==> src/rtl/core/ite_pkg.sv <==
package ite_pkg;

   // Fixed-point format of every intermediate value: signed, VALUE_WIDTH bits,
   // FRACTION_BITS of them below the binary point.
   localparam int VALUE_WIDTH   = 32;
   localparam int FRACTION_BITS = 16;

   // Widths fixed by the token and result fields.
   localparam int NUM_W = 31;
   localparam int RES_W = 32;

   // Magnitude of a non-negative term, and the shared adder, one bit wider
   // than a signed value so that a sum of two values never wraps.
   localparam int MAG_W = VALUE_WIDTH - 1;
   localparam int SU_W  = VALUE_WIDTH + 1;
   localparam int CNT_W = $clog2(MAG_W + 1);

   localparam logic [MAG_W-1:0] MAG_MAX = {MAG_W{1'b1}};

   typedef enum logic [1:0] {
      OP_ADD = 2'd0,
      OP_SUB = 2'd1,
      OP_MUL = 2'd2,
      OP_DIV = 2'd3
   } op_type;

   typedef enum logic [1:0] {
      ERR_NONE     = 2'd0,
      ERR_SYNTAX   = 2'd1,
      ERR_DIV_ZERO = 2'd2,
      ERR_OVERFLOW = 2'd3
   } err_type;

   typedef struct packed {
      logic [SU_W-1:0] a;
      logic [SU_W-1:0] b;
      logic            subtract;
   } su_req_type;

endpackage

==> src/rtl/core/infix_token_evaluator.sv <==
// A plain token is taken in S_IDLE. A number that follows * or / then runs 31
// shift-add or quotient steps of the shared adder and a finish (a divide by zero or
// an overflowing quotient skips the steps). A final token then passes the end check and
// the output load before rsp_valid. Tokens are taken one per cycle while idle; req_stall
// holds the next token while the shared adder works one bit per step for * and /.
// Reset is synchronous and clears the evaluator state and the output valid.
module infix_token_evaluator (
   input  logic                             clock,
   input  logic                             reset,
   input  logic                             req_valid,
   output logic                             req_stall,
   input  logic                             req_type,
   input  logic [ite_pkg::NUM_W-1:0]        req_number_value,
   input  logic [1:0]                       req_operator_code,
   input  logic                             req_end_of_expression,
   output logic                             rsp_valid,
   input  logic                             rsp_stall,
   output logic signed [ite_pkg::RES_W-1:0] rsp_result_value,
   output logic [1:0]                       rsp_error_code
);

   localparam int MW = ite_pkg::MAG_W;
   localparam int VW = ite_pkg::VALUE_WIDTH;
   localparam int SW = ite_pkg::SU_W;
   localparam int NW = ite_pkg::NUM_W + ite_pkg::MAG_W;
   localparam int DX_W = ite_pkg::MAG_W + ite_pkg::FRACTION_BITS + 1;
   localparam int PW = 2 * ite_pkg::MAG_W;

   localparam logic signed [VW-1:0] VAL_MAX = {1'b0, ite_pkg::MAG_MAX};
   localparam logic signed [VW-1:0] VAL_MIN = {1'b1, {MW{1'b0}}};

   typedef enum logic [2:0] {
      S_IDLE,
      S_MUL,
      S_DIV,
      S_END,
      S_OUT
   } state_type;

   function automatic ite_pkg::err_type note_error(ite_pkg::err_type seen,
                                                   ite_pkg::err_type code);
      return (seen == ite_pkg::ERR_NONE) ? code : seen;
   endfunction

   state_type                  state_ff, state_in;
   logic signed [VW-1:0]       sum_ff, sum_in;
   logic                       minus_ff, minus_in;
   logic [MW-1:0]              prod_ff, prod_in;
   ite_pkg::op_type            mop_ff, mop_in;
   logic                       expect_ff, expect_in;
   ite_pkg::err_type           err_ff, err_in;
   logic                       last_ff, last_in;
   logic [ite_pkg::CNT_W-1:0]  cnt_ff, cnt_in;
   logic [MW-1:0]              opnd_ff, opnd_in;
   logic [MW-1:0]              hi_ff, hi_in;
   logic [MW-1:0]              lo_ff, lo_in;
   logic                       rsp_valid_ff, rsp_valid_in;
   logic [ite_pkg::RES_W-1:0]  rsp_value_ff, rsp_value_in;
   ite_pkg::err_type           rsp_err_ff, rsp_err_in;

   ite_pkg::su_req_type        su_req;
   logic [SW-1:0]              su_sum;

   logic [NW-1:0]              num_wide;
   logic                       num_over;
   logic [MW-1:0]              x_mag;
   logic [DX_W-1:0]            dvd_ext;
   logic [DX_W-1:0]            div_top;
   logic                       div_over;
   logic [PW-1:0]              prod_full;
   logic [PW-1:0]              prod_shift;
   logic                       mul_over;
   logic                       add_over;
   logic signed [VW-1:0]       add_val;
   logic [MW:0]                rem_shift;
   logic                       borrow;
   logic [ite_pkg::RES_W-1:0]  sum_sx;
   ite_pkg::op_type            tok_op;

   ite_addsub u_addsub (
      .su_req (su_req),
      .su_sum (su_sum)
   );

   always_comb begin
      num_wide = NW'(req_number_value);
      num_over = num_wide > NW'(ite_pkg::MAG_MAX);
      x_mag    = num_over ? ite_pkg::MAG_MAX : num_wide[MW-1:0];

      // The quotient overflows exactly when the part of the dividend above the
      // quotient width is already no smaller than the divisor.
      dvd_ext  = DX_W'(prod_ff) << ite_pkg::FRACTION_BITS;
      div_top  = dvd_ext >> MW;
      div_over = div_top >= DX_W'(x_mag);

      prod_full  = {hi_ff, lo_ff};
      prod_shift = prod_full >> ite_pkg::FRACTION_BITS;
      mul_over   = |prod_shift[PW-1:MW];

      rem_shift = {hi_ff, lo_ff[MW-1]};
      tok_op    = ite_pkg::op_type'(req_operator_code);
      sum_sx    = ite_pkg::RES_W'(sum_ff);

      case (state_ff)
         S_MUL: begin
            su_req.a        = SW'(hi_ff);
            su_req.b        = lo_ff[0] ? SW'(opnd_ff) : '0;
            su_req.subtract = 1'b0;
         end
         S_DIV: begin
            su_req.a        = SW'(rem_shift);
            su_req.b        = SW'(opnd_ff);
            su_req.subtract = 1'b1;
         end
         default: begin
            su_req.a        = {sum_ff[VW-1], sum_ff};
            su_req.b        = SW'(prod_ff);
            su_req.subtract = minus_ff;
         end
      endcase

      borrow   = su_sum[SW-1];
      add_over = su_sum[SW-1] ^ su_sum[SW-2];
      add_val  = add_over ? (su_sum[SW-1] ? VAL_MIN : VAL_MAX) : su_sum[VW-1:0];
   end

   always_comb begin
      state_in     = state_ff;
      sum_in       = sum_ff;
      minus_in     = minus_ff;
      prod_in      = prod_ff;
      mop_in       = mop_ff;
      expect_in    = expect_ff;
      err_in       = err_ff;
      last_in      = last_ff;
      cnt_in       = cnt_ff;
      opnd_in      = opnd_ff;
      hi_in        = hi_ff;
      lo_in        = lo_ff;
      rsp_valid_in = rsp_valid_ff && rsp_stall;
      rsp_value_in = rsp_value_ff;
      rsp_err_in   = rsp_err_ff;

      case (state_ff)
         S_IDLE: begin
            if (req_valid) begin
               last_in  = req_end_of_expression;
               state_in = req_end_of_expression ? S_END : S_IDLE;
               if (!req_type) begin
                  if (!expect_ff) begin
                     err_in = note_error(err_in, ite_pkg::ERR_SYNTAX);
                  end else begin
                     if (num_over) begin
                        err_in = note_error(err_in, ite_pkg::ERR_OVERFLOW);
                     end
                     if (mop_ff == ite_pkg::OP_MUL) begin
                        opnd_in  = prod_ff;
                        hi_in    = '0;
                        lo_in    = x_mag;
                        cnt_in   = ite_pkg::CNT_W'(MW);
                        state_in = S_MUL;
                     end else if (mop_ff == ite_pkg::OP_DIV) begin
                        if (x_mag == '0) begin
                           err_in  = note_error(err_in, ite_pkg::ERR_DIV_ZERO);
                           prod_in = '0;
                        end else if (div_over) begin
                           err_in  = note_error(err_in, ite_pkg::ERR_OVERFLOW);
                           prod_in = ite_pkg::MAG_MAX;
                        end else begin
                           opnd_in  = x_mag;
                           hi_in    = div_top[MW-1:0];
                           lo_in    = dvd_ext[MW-1:0];
                           cnt_in   = ite_pkg::CNT_W'(MW);
                           state_in = S_DIV;
                        end
                     end else begin
                        prod_in = x_mag;
                     end
                     // Plus doubles as "no multiplicative operator pending".
                     mop_in    = ite_pkg::OP_ADD;
                     expect_in = 1'b0;
                  end
               end else begin
                  if (expect_ff) begin
                     err_in = note_error(err_in, ite_pkg::ERR_SYNTAX);
                  end else if (tok_op == ite_pkg::OP_MUL || tok_op == ite_pkg::OP_DIV) begin
                     mop_in    = tok_op;
                     expect_in = 1'b1;
                  end else begin
                     // Close the current term into the running sum.
                     sum_in = add_val;
                     if (add_over) begin
                        err_in = note_error(err_in, ite_pkg::ERR_OVERFLOW);
                     end
                     minus_in  = (tok_op == ite_pkg::OP_SUB);
                     prod_in   = '0;
                     mop_in    = ite_pkg::OP_ADD;
                     expect_in = 1'b1;
                  end
               end
            end
         end
         S_MUL: begin
            if (cnt_ff == '0) begin
               prod_in = mul_over ? ite_pkg::MAG_MAX : prod_shift[MW-1:0];
               if (mul_over) begin
                  err_in = note_error(err_in, ite_pkg::ERR_OVERFLOW);
               end
               state_in = last_ff ? S_END : S_IDLE;
            end else begin
               hi_in  = su_sum[MW:1];
               lo_in  = {su_sum[0], lo_ff[MW-1:1]};
               cnt_in = cnt_ff - 1'b1;
            end
         end
         S_DIV: begin
            if (cnt_ff == '0) begin
               prod_in  = lo_ff;
               state_in = last_ff ? S_END : S_IDLE;
            end else begin
               hi_in  = borrow ? rem_shift[MW-1:0] : su_sum[MW-1:0];
               lo_in  = {lo_ff[MW-2:0], ~borrow};
               cnt_in = cnt_ff - 1'b1;
            end
         end
         S_END: begin
            if (expect_ff) begin
               // An expression that ends while a number is still due has value zero.
               err_in = note_error(err_in, ite_pkg::ERR_SYNTAX);
               sum_in = '0;
            end else begin
               sum_in = add_val;
               if (add_over) begin
                  err_in = note_error(err_in, ite_pkg::ERR_OVERFLOW);
               end
            end
            state_in = S_OUT;
         end
         S_OUT: begin
            if (!(rsp_valid_ff && rsp_stall)) begin
               rsp_valid_in = 1'b1;
               rsp_err_in   = err_ff;
               if (err_ff == ite_pkg::ERR_SYNTAX || err_ff == ite_pkg::ERR_DIV_ZERO) begin
                  rsp_value_in = '0;
               end else begin
                  rsp_value_in = sum_sx;
               end
               sum_in    = '0;
               minus_in  = 1'b0;
               prod_in   = '0;
               mop_in    = ite_pkg::OP_ADD;
               expect_in = 1'b1;
               err_in    = ite_pkg::ERR_NONE;
               last_in   = 1'b0;
               state_in  = S_IDLE;
            end
         end
         default: begin
            state_in = S_IDLE;
         end
      endcase
   end

   always_ff @(posedge clock) begin
      if (reset) begin
         state_ff     <= S_IDLE;
         sum_ff       <= '0;
         minus_ff     <= 1'b0;
         prod_ff      <= '0;
         mop_ff       <= ite_pkg::OP_ADD;
         expect_ff    <= 1'b1;
         err_ff       <= ite_pkg::ERR_NONE;
         last_ff      <= 1'b0;
         cnt_ff       <= '0;
         rsp_valid_ff <= 1'b0;
      end else begin
         state_ff     <= state_in;
         sum_ff       <= sum_in;
         minus_ff     <= minus_in;
         prod_ff      <= prod_in;
         mop_ff       <= mop_in;
         expect_ff    <= expect_in;
         err_ff       <= err_in;
         last_ff      <= last_in;
         cnt_ff       <= cnt_in;
         rsp_valid_ff <= rsp_valid_in;
      end
      opnd_ff      <= opnd_in;
      hi_ff        <= hi_in;
      lo_ff        <= lo_in;
      rsp_value_ff <= rsp_value_in;
      rsp_err_ff   <= rsp_err_in;
   end

   assign req_stall        = (state_ff != S_IDLE);
   assign rsp_valid        = rsp_valid_ff;
   assign rsp_result_value = rsp_value_ff;
   assign rsp_error_code   = rsp_err_ff;

   // A new beat appears on the result side only out of the output-load state.
   a_rsp_from_out: assert property (@(posedge clock) disable iff (reset)
      $rose(rsp_valid_ff) |-> $past(state_ff == S_OUT))
      else $error("result beat raised outside the output-load state");

   // Each multiply or divide step counts down by one and stays in its state.
   a_step_count: assert property (@(posedge clock) disable iff (reset)
      ((state_ff == S_MUL || state_ff == S_DIV) && cnt_ff != '0) |=>
      (state_ff == $past(state_ff) && cnt_ff == $past(cnt_ff) - 1'b1))
      else $error("iteration counter skipped a step");

   // Loading a result returns the evaluator to the start of an expression.
   a_out_restarts: assert property (@(posedge clock) disable iff (reset)
      (state_ff == S_OUT && !(rsp_valid_ff && rsp_stall)) |=>
      (state_ff == S_IDLE && expect_ff && rsp_valid_ff && err_ff == ite_pkg::ERR_NONE))
      else $error("evaluator state not restarted after a result");

   // Syntax and divide-by-zero results carry a zero value.
   a_error_zero: assert property (@(posedge clock) disable iff (reset)
      (rsp_valid && (rsp_error_code == ite_pkg::ERR_SYNTAX ||
                     rsp_error_code == ite_pkg::ERR_DIV_ZERO)) |->
      (rsp_result_value == '0))
      else $error("error result carries a nonzero value");

endmodule

==> src/rtl/core/ite_addsub.sv <==
// Shared add/subtract unit. Serves the shift-add multiply, the restoring
// divide and the saturating sum of terms.
module ite_addsub (
   input  ite_pkg::su_req_type          su_req,
   output logic [ite_pkg::SU_W-1:0]     su_sum
);

   logic [ite_pkg::SU_W-1:0] b_sel;

   always_comb begin
      b_sel  = su_req.subtract ? ~su_req.b : su_req.b;
      su_sum = su_req.a + b_sel + ite_pkg::SU_W'(su_req.subtract);
   end

endmodule
==> config.mk <==
export PLATFORM = sky130hd
export DESIGN_NAME = infix_token_evaluator
export DESIGN_NICKNAME = d
export VERILOG_FILES = /design/src/rtl/core/ite_pkg.sv /design/src/rtl/core/infix_token_evaluator.sv /design/src/rtl/core/ite_addsub.sv
export SDC_FILE = /design/constraint.sdc
export NUM_CORES = 1
export LEC_CHECK = 0
export ABC_AREA = 0
export BUFFER_PORTS_ARGS = -buffer_cell sky130_fd_sc_hd__buf_2
export CORE_MARGIN = 3
export CORE_UTILIZATION = 45
export DETAILED_ROUTE_END_ITERATION = 8
export MAX_ROUTING_LAYER = met4
export PLACE_DENSITY = 0.59
export SLEW_MARGIN = 20
export SYNTH_ARGS = -nofsm -noshare
export SYNTH_HDL_FRONTEND = slang
export SYNTH_HIERARCHICAL = 1
export SYNTH_SLANG_ARGS = --single-unit
export TNS_END_PERCENT = 50
==> constraint.sdc <==
create_clock -name clock -period 6.48 [get_ports clock]
set_clock_uncertainty 0.15 [all_clocks]
set_input_delay 0 -clock clock [delete_from_list [all_inputs] [get_ports clock]]
set_output_delay 0 -clock clock [all_outputs]
set_load 0.005 [all_outputs]
==> flow_summary.yaml <==
cts:
  cts_sinks: 206
  cts_buffers: 24
  path_clk_slew_ns: 0.06
  cts_tree: "done"
  cts_root_buf: "clkbuf_16"
  post_cts.repair.setup_buffers: 0
  htree_levels: 1
  cts_buffer_depth: 3
  worstSkewPairLatency_ns: 0.53
die:
  start_util_pct: 45.8
  fp.dieH_um: 183
  core_um2: 30700
  fp.dieArea_um2: 33400
  row_count: 64
  die_w_um: 183
  ios: 75
detailed_routing:
  ant_nets: 0
  drc_errors: 0
  wl_um: 45100
  wl_per_cell_um: 21.7
  vias: 12400
  avgViaCountPerCell: 5.97
  dr.first_iter.drc_count: 1183
  firstDrtPassIters: 6
final_layout:
  fin_nets: 1760
  area_growth_pct: 13.9
  final_util_pct: 52.2
  fin_cells: 2080
  n_antenna_cell: 0
  n_fill_cell: 2958
  multi_input_area_um2: 7990
  drive_gt1_share_pct: 12.9
  seq_area_um2: 5400
  final_design_area_no_fill_um2: 16000
global_routing:
  grt_antenna_before_repair: 0
  grt_max_degree: 91
  grt_pass1_vias: 11900
  grtUsageTotal_pct: 27.3
  grt_overflow: 0
  grt_pass1_wl_um: 70600
power:
  powerDensity_nw_per_um2: 387
  max-vdd-ir-drop_uv: 215
  fin_total_pwr_mw: 6.19
  leakage_nw: 6.68
setup_path:
  critPathLaunchType: "flip-flop"
  endpoint_kind: "flip-flop"
  ff2ff_setup_slack_ns: 0.47
  r2r_cells: 21
  cp_max_fo: 30
  arrival_ns: 6.32
  timing.rr.end: "err_ff[0]$_SDFFE_PP0P_"
  crit_start: "state_ff[0]$_SDFFE_PP0P_"
  cp-endpoint: "err_ff[0]$_SDFFE_PP0P_"
  r2r_start: "state_ff[0]$_SDFFE_PP0P_"
  crit_slowest_cell: "dfxtp_1"
  cpPeakStageDelay_ns: 0.62
  criticalPathCategory: "flip-flop to flip-flop"
  cp_common_cell: "o21ai_0"
  cp_cell_sequence: "nand2b_1 > a21oi_4 > buf_4 > o21ai_0 > xor2_1 > ha_1 > nand3_1 > or4_4 > o211ai_2 > o221ai_2 > nand2b_4 > o21ai_2 > xor2_1 > inv_1 > ha_1 > a21boi_0 > a311oi_1 > mux2i_1 > o21ai_0 > o21ai_0 > mux2i_1"
  required_ns: 6.79
sta:
  finalCritPeriodShare_pct: 92.7
  relSlewSlack_pct: 30.2
  holdWs_ns: 0.160
  maxSlewViolCount: 0
  finalSetupTns_ns: 0
  tightest_slew_ns: 1.04
  max_freq_ghz: 0.166
  setup_viol: 0
  rsz0062_at_grt: "false"
  finalHoldViolations: 0
  period_minus_slack_ns: 6.01
  setup_ws_ns: 0.472
synthesis:
  syn_area_per_cell_um2: 8.73
  syn_inst: 1610
  ys.flop_type: "edfxtp_1"
  synth_area_leaders: "edfxtp_1, dfxtp_1, nand2_1, mux2i_1, ha_1"
  synth_area_um2: 14100
  ys_types: 86
  synth_top_cell_area_share_pct: 27.1
  seq_area_frac_synth_pct: 38.4
  synth_most_common_cell: "nand2_1"
  ys_top_cells_by_count: "nand2_1, edfxtp_1, nor2_1"
  synth_warnings: 6
  synth_edf_count: 127
  async_reset_ff_share_pct: 0
  synth.ff_latch_count: 206
  synth_top_area_cell: "edfxtp_1"
placement:
  gp_congestion: 0.920
  port_buffers: 74
  place_area_um2: 14700
  pre_cts_ws_ns: 0.530
  dp_hpwl_um: 32000
  dp.cells: 1992
run:
  cap_violations: 0
status:
  status: "completed"
min_path:
  hold_path_class: "input pin to flip-flop"
==> cells in the final DEF (no fill, tap or decap), drive strengths merged, types with 4 or more instances in the layout <==
cell type    instances
nand2              243
o21ai              128
edfxtp             127
nor2               127
a21oi              124
buf                103
dfxtp               79
mux2i               77
nor2b               70
nor3                59
inv                 55
ha                  54
dlygate4sd3         44
xor2                44
clkbuf              39
o22ai               36
a22o                30
a21o                23
xnor2               22
a211oi              19
o211ai              18
a221o               17
a222oi              15
nor4                14
nand3               11
a31oi               11
nand2b              10
nand4                9
or3                  6
and2                 5
or2                  5
a221oi               5
a32oi                4
o31ai                4
==> worst min-delay path by stage <==
stage | depth (start not counted) | end | startpoint
3_5_place_dp | 3 | last_ff$_SDFFE_PP0P_ | req_end_of_expression
2_1_floorplan | 2 | rsp_valid$_SDFF_PP0_ | rsp_stall
5_1_grt | 4 | lo_ff[6]$_DFFE_PP_ | req_number_value[6]
3_3_place_gp | 3 | last_ff$_SDFFE_PP0P_ | req_end_of_expression
6_report | 4 | lo_ff[8]$_DFFE_PP_ | req_number_value[8]
4_1_cts | 4 | lo_ff[8]$_DFFE_PP_ | req_number_value[8]
==> metal layers <==
| layer | track usage (%) | up-vias | wire (um) |
|---|---|---|---|
| met5 | - | - | 0 |
| met4 | 7.34 | 0 | 1090 |
| met3 | 3.21 | 77 | 3290 |
| met2 | 41.3 | 510 | 19700 |
| met1 | 39.0 | 5893 | 21000 |
| li1 | - | 5945 | - |
==> power breakdown <==
part           internal [mW]  switching, mW  total (mW)
logic                   1.10           1.83        2.93
clock network          0.873          0.570        1.44
registers               1.62          0.199        1.82
total                   3.59           2.60        6.19
==> logic make-up after synthesis <==
logic type	synth area share, %
AO/OA/AOI/OAI	22.1
XOR/XNOR	4.11
adder cells (fa/ha/maj)	4.95
buffers and inverters	5.41
flip-flops	38.4
multiplexers	5.67
other	0.0267
AND/OR/NAND/NOR	19.4
==> worst max-delay path, delay by kind of cell (launching register included) <==
family | cells | cell delay [ns]
compound gates | 9 | 1.77
xor+xnor | 2 | 0.50
fa+ha+maj | 2 | 0.92
buf+inv | 2 | 0.45
flops | 1 | 0.62
mux | 2 | 0.28
simple gates | 4 | 1.21
==> final cells by class <==
class | instances | share of cell area, %
clock buffers | 39 | 5.14
well taps | 396 | 3.10
multi-input cells | 1233 | 49.9
inverters | 54 | 1.27
repair buffers | 147 | 6.61
clock inverters | 5 | 0.235
flip-flops and latches | 206 | 33.7
==> what timing repair did <==
action | 4_1_cts | 5_1_grt
hold endpoints to repair | 138 | 0
hold buffers | 44 | 0
setup endpoints to repair | 0 | 1
resized for setup | 0 | 1
==> sequential cells by signal, indices dropped and copies added, names as in the netlist, 3 cells and up <==
| signal | count |
|---|---|
| rsp_result_value | 32 |
| sum_ff | 32 |
| hi_ff | 31 |
| lo_ff | 31 |
| opnd_ff | 31 |
| prod_ff | 31 |
| cnt_ff | 5 |
| state_ff | 3 |
Note: power is estimated with default switching activity, not from simulation.
